$ cat src/hdl/byte_range_header_parser_macros.svh
// assertion macros for the byte range header parser
// used by modules that carry concurrent checks; expects aclk and aresetn in scope
`ifndef BYTE_RANGE_HEADER_PARSER_MACROS_SVH
`define BYTE_RANGE_HEADER_PARSER_MACROS_SVH
`ifndef SYNTH
// same-cycle implication
`define BRHP_ASSERT_IMP(label, ante, cons, msg) \
    label: assert property (@(posedge aclk) disable iff (!aresetn) (ante) |-> (cons)) \
        else $error(msg);
// next-cycle implication
`define BRHP_ASSERT_NEXT(label, ante, cons, msg) \
    label: assert property (@(posedge aclk) disable iff (!aresetn) (ante) |=> (cons)) \
        else $error(msg);
`else
`define BRHP_ASSERT_IMP(label, ante, cons, msg)
`define BRHP_ASSERT_NEXT(label, ante, cons, msg)
`endif
`endif

$ cat src/hdl/brhp_pkg.sv
// types, constants and helper functions for the byte range header parser
// no dependencies
`default_nettype none
package brhp_pkg;

    localparam int OFFSET_BITS = 63;
    localparam int COUNT_BITS  = 16;
    localparam int CFG_ADDR_BITS = 3;

    // output request packing
    localparam int M_DATA_BITS  = 2 * OFFSET_BITS + COUNT_BITS + 2;
    localparam int M_TDATA_BITS = ((M_DATA_BITS + 7) / 8) * 8;

    // result queue geometry
    localparam int QDEPTH    = 4;
    localparam int QPTR_BITS = 2;
    localparam int QCNT_BITS = 3;

    // characters of interest
    localparam logic [7:0] CH_DASH  = 8'h2D;
    localparam logic [7:0] CH_COMMA = 8'h2C;
    localparam logic [7:0] CH_SPACE = 8'h20;
    localparam logic [7:0] CH_ZERO  = 8'h30;
    localparam logic [7:0] CH_NINE  = 8'h39;

    typedef logic [OFFSET_BITS-1:0] offset_t;
    typedef logic [COUNT_BITS-1:0]  count_t;

    typedef enum logic [1:0] {
        PH_SKIP = 2'd0,
        PH_COMP = 2'd1,
        PH_DONE = 2'd2
    } phase_t;

    typedef enum logic [1:0] {
        KIND_RANGE = 2'd0,
        KIND_DONE  = 2'd1,
        KIND_ERROR = 2'd2
    } kind_t;

    typedef enum logic [1:0] {
        WHY_NONE      = 2'd0,
        WHY_MALFORMED = 2'd1,
        WHY_UNSAT     = 2'd2
    } why_t;

    typedef enum logic [CFG_ADDR_BITS-1:0] {
        REG_FILE_SIZE   = 3'd0,
        REG_SUFFIX_EN   = 3'd1,
        REG_ALLOW_OPEN  = 3'd2,
        REG_DROP_BAD    = 3'd3,
        REG_RANGE_LIMIT = 3'd4
    } cfg_reg_t;

    typedef struct packed {
        logic    nonempty;
        offset_t value;
        logic    bad;
    } number_t;

    typedef struct packed {
        logic    seen_dash;
        number_t first;
        number_t second;
    } comp_t;

    typedef struct packed {
        why_t    why;
        offset_t start;
        offset_t last;
    } judge_t;

    typedef struct packed {
        kind_t   kind;
        offset_t start;
        offset_t last;
        count_t  count;
        why_t    why;
        logic    fin;
    } result_t;

    // append one character to a decimal number, flag non-digits and overflow
    function automatic number_t add_char(number_t n, logic [7:0] c);
        number_t                r;
        logic [OFFSET_BITS+3:0] wide;
        logic [OFFSET_BITS+3:0] prod;
        logic [3:0]             dig;
        r = n;
        r.nonempty = 1'b1;
        dig  = c[3:0];
        wide = (OFFSET_BITS+4)'(n.value);
        prod = (wide << 3) + (wide << 1) + (OFFSET_BITS+4)'(dig);
        if (!n.bad) begin
            if (c < CH_ZERO || c > CH_NINE) begin
                r.bad = 1'b1;
            end else if (prod[OFFSET_BITS+3:OFFSET_BITS] != 4'd0) begin
                r.bad = 1'b1;
            end else begin
                r.value = prod[OFFSET_BITS-1:0];
            end
        end
        return r;
    endfunction

    // normalize a finished component against the file size
    function automatic judge_t judge(comp_t cp, offset_t fs, logic suffix_en,
                                     logic allow_open);
        judge_t  j;
        offset_t n;
        offset_t lst;
        j.why   = WHY_NONE;
        j.start = '0;
        j.last  = '0;
        n   = (cp.second.value < fs) ? cp.second.value : fs;
        lst = fs - offset_t'(1);
        if (!cp.seen_dash) begin
            j.why = WHY_MALFORMED;
        end else if (!cp.first.nonempty) begin
            // suffix form
            if (!suffix_en || !cp.second.nonempty || cp.second.bad) begin
                j.why = WHY_MALFORMED;
            end else if (n == '0) begin
                j.why = WHY_UNSAT;
            end else begin
                j.start = fs - n;
                j.last  = lst;
            end
        end else begin
            // explicit or open-ended form
            if (cp.first.bad) begin
                j.why = WHY_MALFORMED;
            end else if (!cp.second.nonempty && !allow_open) begin
                j.why = WHY_MALFORMED;
            end else if (cp.second.nonempty && cp.second.bad) begin
                j.why = WHY_MALFORMED;
            end else if (cp.first.value >= fs) begin
                j.why = WHY_UNSAT;
            end else begin
                if (cp.second.nonempty && cp.second.value < lst) begin
                    lst = cp.second.value;
                end
                if (cp.first.value > lst) begin
                    j.why = WHY_MALFORMED;
                end else begin
                    j.start = cp.first.value;
                    j.last  = lst;
                end
            end
        end
        return j;
    endfunction

    function automatic result_t make_result(kind_t kind, offset_t start, offset_t last,
                                            count_t count, why_t why, logic fin);
        result_t r;
        r.kind  = kind;
        r.start = start;
        r.last  = last;
        r.count = count;
        r.why   = why;
        r.fin   = fin;
        return r;
    endfunction

endpackage
`default_nettype wire

$ cat src/hdl/byte_range_header_parser.sv
// byte range header parser top level: input register, parse logic, result queue
// depends on brhp_pkg and byte_range_header_parser_macros.svh
`default_nettype none
// Parses an HTTP byte-ranges header value fed one character per input request
// (s_tdata = character, s_tuser = character present, s_tlast = end of header)
// and emits each accepted range, followed by a done or error request on m_.
// One input request is parsed per clock while the result queue has room for
// two results: it is held in the input register, is parsed by single-pass
// logic and its zero, one or two results are written into a four-entry result
// queue, from which they are presented on m_ in order; a request that yields
// two results places both in the queue. Configuration writes on
// cfg_wr_en/cfg_addr/cfg_wr_data take effect at once and are meant for idle
// periods only.
`include "byte_range_header_parser_macros.svh"
module byte_range_header_parser
    import brhp_pkg::*;
(
    input  wire logic                     aclk,
    input  wire logic                     aresetn,
    // configuration write port
    input  wire logic                     cfg_wr_en,
    input  wire logic [CFG_ADDR_BITS-1:0] cfg_addr,
    input  wire logic [OFFSET_BITS-1:0]   cfg_wr_data,
    // input stream
    input  wire logic                     s_tvalid,
    output logic                          s_tready,
    input  wire logic [7:0]               s_tdata,   // header_byte
    input  wire logic                     s_tuser,   // byte_present
    input  wire logic                     s_tlast,   // end_of_header
    // result stream
    output logic                          m_tvalid,
    input  wire logic                     m_tready,
    output logic [M_TDATA_BITS-1:0]       m_tdata,   // range_start, range_last,
                                                     // range_count, fail_reason
    output logic [1:0]                    m_tuser,   // result_kind
    output logic                          m_tlast    // last_result
);

    // configuration registers
    offset_t file_size_reg;
    logic    suffix_en_reg;
    logic    allow_open_reg;
    logic    drop_bad_reg;
    count_t  range_limit_reg;

    // input register
    logic       in_valid_reg;
    logic [7:0] in_byte_reg;
    logic       in_present_reg;
    logic       in_eoh_reg;

    // parser state
    phase_t phase_reg, phase_next;
    comp_t  comp_reg, comp_next;
    count_t cnt_reg, cnt_next;

    // results of the current request
    result_t    res0, res1;
    logic [1:0] nres;
    logic       fire;

    // result queue
    result_t              q_mem_reg [QDEPTH];
    logic [QPTR_BITS-1:0] wr_ptr_reg, rd_ptr_reg;
    logic [QCNT_BITS-1:0] q_count_reg;
    logic                 pop;
    result_t              head;

    // config writes
    always_ff @(posedge aclk) begin
        if (!aresetn) begin
            file_size_reg    <= '0;
            suffix_en_reg    <= 1'b1;
            allow_open_reg   <= 1'b1;
            drop_bad_reg     <= 1'b0;
            range_limit_reg  <= count_t'(16);
        end else if (cfg_wr_en) begin
            case (cfg_addr)
                REG_FILE_SIZE:    file_size_reg    <= cfg_wr_data;
                REG_SUFFIX_EN:    suffix_en_reg    <= cfg_wr_data[0];
                REG_ALLOW_OPEN:   allow_open_reg   <= cfg_wr_data[0];
                REG_DROP_BAD:     drop_bad_reg     <= cfg_wr_data[0];
                REG_RANGE_LIMIT:  range_limit_reg  <= cfg_wr_data[COUNT_BITS-1:0];
                default: ;
            endcase
        end
    end

    // parse fires when the queue has room for two results
    assign fire     = in_valid_reg && (q_count_reg <= QCNT_BITS'(QDEPTH - 2));
    assign s_tready = !in_valid_reg || fire;

    // input register
    always_ff @(posedge aclk) begin
        if (!aresetn) begin
            in_valid_reg <= 1'b0;
        end else if (s_tvalid && s_tready) begin
            in_valid_reg <= 1'b1;
        end else if (fire) begin
            in_valid_reg <= 1'b0;
        end
    end

    always_ff @(posedge aclk) begin
        if (s_tvalid && s_tready) begin
            in_byte_reg    <= s_tdata;
            in_present_reg <= s_tuser;
            in_eoh_reg     <= s_tlast;
        end
    end

    // single-pass parse of one request
    always_comb begin
        phase_t  ph;
        comp_t   cp;
        count_t  cnt;
        logic    do_close;
        judge_t  jd;
        result_t r;
        ph       = phase_reg;
        cp       = comp_reg;
        cnt      = cnt_reg;
        do_close = 1'b0;
        nres     = 2'd0;
        res0     = '0;
        res1     = '0;
        jd       = '0;
        r        = '0;

        // limit already reached at the start of the request
        if (ph != PH_DONE && (in_present_reg || in_eoh_reg) && cnt >= range_limit_reg) begin
            res0 = make_result(KIND_DONE, '0, '0, cnt, WHY_NONE, 1'b1);
            nres = 2'd1;
            ph   = PH_DONE;
        end

        // character handling
        if (in_present_reg && ph != PH_DONE) begin
            if (ph == PH_SKIP && in_byte_reg == CH_SPACE) begin
                ph = PH_SKIP;
            end else if (in_byte_reg == CH_COMMA) begin
                do_close = 1'b1;
            end else begin
                ph = PH_COMP;
                if (in_byte_reg == CH_DASH && !cp.seen_dash) begin
                    cp.seen_dash = 1'b1;
                end else if (!cp.seen_dash) begin
                    cp.first = add_char(cp.first, in_byte_reg);
                end else begin
                    cp.second = add_char(cp.second, in_byte_reg);
                end
            end
        end

        // end of header closes an open component
        if (in_eoh_reg && ph == PH_COMP) begin
            do_close = 1'b1;
        end

        // close and judge the component
        if (do_close) begin
            jd = judge(cp, file_size_reg, suffix_en_reg, allow_open_reg);
            cp = '0;
            ph = PH_SKIP;
            if (jd.why == WHY_NONE) begin
                cnt  = count_t'(cnt + 1'b1);
                res0 = make_result(KIND_RANGE, jd.start, jd.last, cnt, WHY_NONE, 1'b0);
                nres = 2'd1;
                if (cnt >= range_limit_reg) begin
                    res1 = make_result(KIND_DONE, '0, '0, cnt, WHY_NONE, 1'b1);
                    nres = 2'd2;
                    ph   = PH_DONE;
                end
            end else if (!drop_bad_reg) begin
                res0 = make_result(KIND_ERROR, '0, '0, cnt, jd.why, 1'b1);
                nres = 2'd1;
                ph   = PH_DONE;
            end
        end

        // end of header: done unless already finished, then reset header state
        if (in_eoh_reg) begin
            if (ph != PH_DONE) begin
                r = make_result(KIND_DONE, '0, '0, cnt, WHY_NONE, 1'b1);
                if (nres == 2'd0) begin
                    res0 = r;
                end else begin
                    res1 = r;
                end
                nres = nres + 2'd1;
            end
            cp  = '0;
            ph  = PH_SKIP;
            cnt = '0;
        end

        phase_next = ph;
        comp_next  = cp;
        cnt_next   = cnt;
    end

    // parser state registers
    always_ff @(posedge aclk) begin
        if (!aresetn) begin
            phase_reg <= PH_SKIP;
            comp_reg  <= '0;
            cnt_reg   <= '0;
        end else if (fire) begin
            phase_reg <= phase_next;
            comp_reg  <= comp_next;
            cnt_reg   <= cnt_next;
        end
    end

    // result queue storage
    always_ff @(posedge aclk) begin
        if (fire && nres != 2'd0) begin
            q_mem_reg[wr_ptr_reg] <= res0;
        end
        if (fire && nres == 2'd2) begin
            q_mem_reg[QPTR_BITS'(wr_ptr_reg + 1'b1)] <= res1;
        end
    end

    assign pop = m_tvalid && m_tready;

    // result queue pointers
    always_ff @(posedge aclk) begin
        if (!aresetn) begin
            wr_ptr_reg  <= '0;
            rd_ptr_reg  <= '0;
            q_count_reg <= '0;
        end else begin
            if (fire) begin
                wr_ptr_reg <= QPTR_BITS'(wr_ptr_reg + nres);
            end
            if (pop) begin
                rd_ptr_reg <= QPTR_BITS'(rd_ptr_reg + 1'b1);
            end
            q_count_reg <= QCNT_BITS'(q_count_reg + (fire ? QCNT_BITS'(nres) : '0)
                                      - QCNT_BITS'(pop));
        end
    end

    // output request
    assign head     = q_mem_reg[rd_ptr_reg];
    assign m_tvalid = (q_count_reg != '0);
    assign m_tdata  = M_TDATA_BITS'({head.why, head.count, head.last, head.start});
    assign m_tuser  = head.kind;
    assign m_tlast  = head.fin;

    // checks
    `BRHP_ASSERT_IMP(a_queue_bound, 1'b1, q_count_reg <= QCNT_BITS'(QDEPTH),
                     "result queue overflow")
    `BRHP_ASSERT_NEXT(a_result_shown, fire && nres != 2'd0, m_tvalid,
                      "parsed result not presented")
    `BRHP_ASSERT_NEXT(a_header_reset, fire && in_eoh_reg,
                      cnt_reg == '0 && phase_reg == PH_SKIP, "header state not cleared")
    `BRHP_ASSERT_IMP(a_error_reason, m_tvalid && head.kind == KIND_ERROR,
                     head.why != WHY_NONE, "error without reason")
    `BRHP_ASSERT_IMP(a_range_not_last, m_tvalid && head.kind == KIND_RANGE, !m_tlast,
                     "range marked last")

endmodule
`default_nettype wire
$ cat config.mk
export PLATFORM = sky130hd
export DESIGN_NAME = byte_range_header_parser
export DESIGN_NICKNAME = d
export VERILOG_FILES = /design/src/hdl/brhp_pkg.sv /design/src/hdl/byte_range_header_parser.sv
export VERILOG_INCLUDE_DIRS = /design/src /design/src/hdl
export SDC_FILE = /design/constraint.sdc
export NUM_CORES = 2
export LEC_CHECK = 0
export BUFFER_PORTS_ARGS = -buffer_cell sky130_fd_sc_hd__buf_2
export CAP_MARGIN = 20
export CORE_MARGIN = 1
export CORE_UTILIZATION = 57
export CTS_BUF_LIST = sky130_fd_sc_hd__clkbuf_16
export DETAILED_ROUTE_END_ITERATION = 8
export PLACE_DENSITY = 0.79
export SLEW_MARGIN = 20
export SYNTH_ARGS = -nofsm -noshare
export SYNTH_HDL_FRONTEND = slang
export SYNTH_SLANG_ARGS = --single-unit
$ cat constraint.sdc
create_clock -name aclk -period 14.7 [get_ports aclk]
set_input_delay 0.735 -clock aclk [delete_from_list [all_inputs] [get_ports aclk]]
set_output_delay 0.735 -clock aclk [all_outputs]
set_load 0.03 [all_outputs]
==> results.txt <==
outcome: finished, final reports clean
Remaining Overflow, GRT: 0
Sequential Power Share: 38.4%
Final ANT Viol Nets: 0
Synth Area in Compound Gates: 21.09%
PD cells: 95.93 mW/mm²
Worst setup SP type: flip-flop
fin crit period: 13870 ps
Final Cycle Share: 94.38%
first-pass GRT wire length: 315.6 mm
setup violators final: 0
vias in the first global route: 52590
Clock Sinks: 839
clk slew on worst S/H paths: 60 ps
share of post-route cells with drive strength above 1: 12.59%
Switching Share: 31.92%
Hold WC Path Type: input pin to flip-flop
multiplexer share of the synthesized area: 7.696%
DR vias: 56020
Final Hold Fails: 0
die area: 0.1030 mm²
Critical Path RT: 15280 ps
Post-synth EDFFs: 82
Int Power: 0.004246 W
CP max FO: 36
Max VDD drop: 0.0002933 V
maxcap violations: 0
skew final: 25.93 ps
ys async rst share: 0%
Arrival @ worst endpoint: 14460 ps
Post-Synth Adder-Cell Area: 13.18%
actual slew at the worst max-slew pin: 1193 ps
pre-CTS setup slack: 619.2 ps
Mean Syn Cell Area: 8.374 µm²
row count: 116
pin count of the biggest net entering global routing: 123
post-synthesis cell area: 0.05796 mm²
Syn Inst Count: 6921
final WL: 209.7 mm
Buf/Inv on CP: 11
most used cell, CP: o21ai_0
initial core utilization: 57.71%
setup TNS: 0 ps
TritonCTS buffer count: 90
synth warn: 0
RSZ-0062 raised after global routing: false
switching power: 0.001991 W
Primary FF master, synth: dfxtp_1
Root Buffer: clkbuf_16
Top delay family on crit path: compound AO/OA/AOI/OAI gates
Leak: 27.99 nW
Largest register FFs: 588
total global routing track utilization: 39.58%
post-DP HPWL: 162.1 mm
FMAX: 0.07208 GHz
#FFs+latches synth: 839
width of the chip: 320.9 µm
Final Max Slew Viols: 0
Final nets: 7809
post-synthesis cell type count: 94
Post-Syn Nets: 7609
vias per cell: 6.549
Remaining DRCs: 0
Crit Path Class: flip-flop to flip-flop
Starting DRT DRC Count: 6072
Clock Latency Late Sink: 700 ps
Gate power share: 24.7%
GPL Wtd Cong: 1.073
maximum buffer depth of the clock tree: 3
total I/O pin count: 230
CP peak stage delay: 620 ps
sequential area share after synthesis: 30.40%
CTS H-tree lvls: 3
Simple-Gate Fraction of Synth Area: 19.02%
Worst Setup End Kind: flip-flop
worst setup slack after layout: 826.9 ps
Slowest cell on crit path: or3_4
Area Overhead vs Synth: 12.15%
DR pass1 iterations: 6
fraction of synthesized cell area in xor and xnor cells: 3.763%
largest family of logic cells by synthesized area: compound AO/OA/AOI/OAI gates
core area: 0.1004 mm²
PortBufs: 229
Clock Power Share: 36.9%
overall die height: 320.9 µm
relative slew slack: 19.72%
TritonCTS clock tree: built
drt wl/cell: 24.52 µm
initial antenna violation count: 9
## power by group through the flow
stage               clock network, W  registers, W  logic, W
CTS                          0.00231       0.00240   0.00151
floorplan                          0       0.00240   0.00107
finish                       0.00230       0.00240   0.00154
global placement                   0       0.00244   0.00149
detailed placement                 0       0.00245   0.00150
global route                 0.00240       0.00240   0.00165
## cells by family after synthesis
family	Yosys count
compound gates	2003
simple gates	2269
mux	260
xor+xnor	249
buf+inv	694
fa+ha+maj	607
flops	839
## cell type report
cell class,count,area (µm²)
multi-input combinational,5388,37680
fill,8527,35430
inverter,262,983.4
tap,1357,1698
timing repair buffer,540,4063
sequential,839,17620
clock buffer,90,2252
clock inverter,76,695.7
antenna,2,5.005
## final timing paths
| path | startpoint | endpoint | slack [ps] | cells past startpoint |
|---|---|---|---|---|
| hold / removal | s_tdata[6] | in_byte_reg[6]$_DFFE_PP_ | 220 | 1 |
| setup reg to reg | comp_reg[1]$_SDFFE_PN0P_ | q_mem_reg[1][109]$_SDFFE_PP0P_ | 830 | 63 |
| setup / recovery | comp_reg[1]$_SDFFE_PN0P_ | q_mem_reg[1][109]$_SDFFE_PP0P_ | 830 | 63 |
| hold reg to reg | q_mem_reg[2][54]$_SDFFE_PP0P_ | q_mem_reg[2][54]$_SDFFE_PP0P_ | 460 | 2 |
## synthesized netlist by cell type (10+ instances only)
master       n  area share [%]
o21ai_0    798             6.9
dfxtp_1    757              26
nand2_1    734             4.8
nand3_1    632             5.5
ha_1       601              13
clkbuf_1   322             2.1
a21oi_1    287             2.5
inv_1      261             1.7
nor2_1     240             1.6
a21o_1     200             2.6
xnor2_1    169             2.6
mux4_2     147             5.7
nor2b_1    146             1.6
o22ai_1    132             1.4
a21boi_0   102             1.3
a22oi_1    101             1.3
nand4_1    101             1.1
mux2i_1     98             1.7
and2_1      92            0.99
edfxtp_1    82             4.2
xor2_1      80             1.2
nor3_1      62            0.54
buf_2       59            0.51
nand2b_1    55            0.59
nor4_1      55            0.59
o21ai_1     51            0.44
and3_1      50            0.54
o21bai_1    44            0.57
o21a_1      37            0.48
o31ai_1     35            0.45
a31oi_1     31            0.33
a211oi_1    27            0.35
o211ai_1    27            0.35
or2_2       27            0.29
or3_1       27            0.29
buf_1       22            0.14
buf_4       20            0.26
mux2_2      15            0.29
a221oi_1    11            0.17
a2111oi_0   10            0.15
a211o_1     10            0.15
o2bb2ai_1   10            0.15
## timing repair
item,in CTS,in global routing
resized for setup,0,3
endpoints found under the setup margin,0,662
hold buffers,0,0
buffers inserted,0,0
## placed cells by master (no fill, tap or decap), types with 146 or more instances in the layout
cell type	instances
nand3_1	632
ha_1	601
nor2_1	239
mux4_2	147
nand2_1	729
dfxtp_1	755
buf_2	228
buf_4	265
a21o_1	200
a21oi_1	285
o21ai_0	798
nor2b_1	146
inv_1	274
xnor2_1	169
## metrics by stage
step	total power [W]	instance area, µm²	std cells	hold slack, ps	util, %
3_5_place_dp	0.003946	62020	8386	447.0	61.75
6_report	0.006236	65000	8554	224.0	64.72
5_1_grt	0.006448	65000	8553	205.9	64.72
2_1_floorplan	0.003473	57960	6921	427.1	-
3_3_place_gp	0.003934	62020	8386	444.7	61.75
4_1_cts	0.006212	64970	8552	193.4	64.69
## layer usage
metal  global-route usage [%]  wire length [µm]  vias to the layer above
met2                    62.23             92840                     2948
met4                    19.39             11160                       10
li1                         -                 -                    25770
met5                        0                61                        -
met1                    51.85             84930                    26760
met3                    7.889             20740                      534
(Power assumes the default switching activity.)
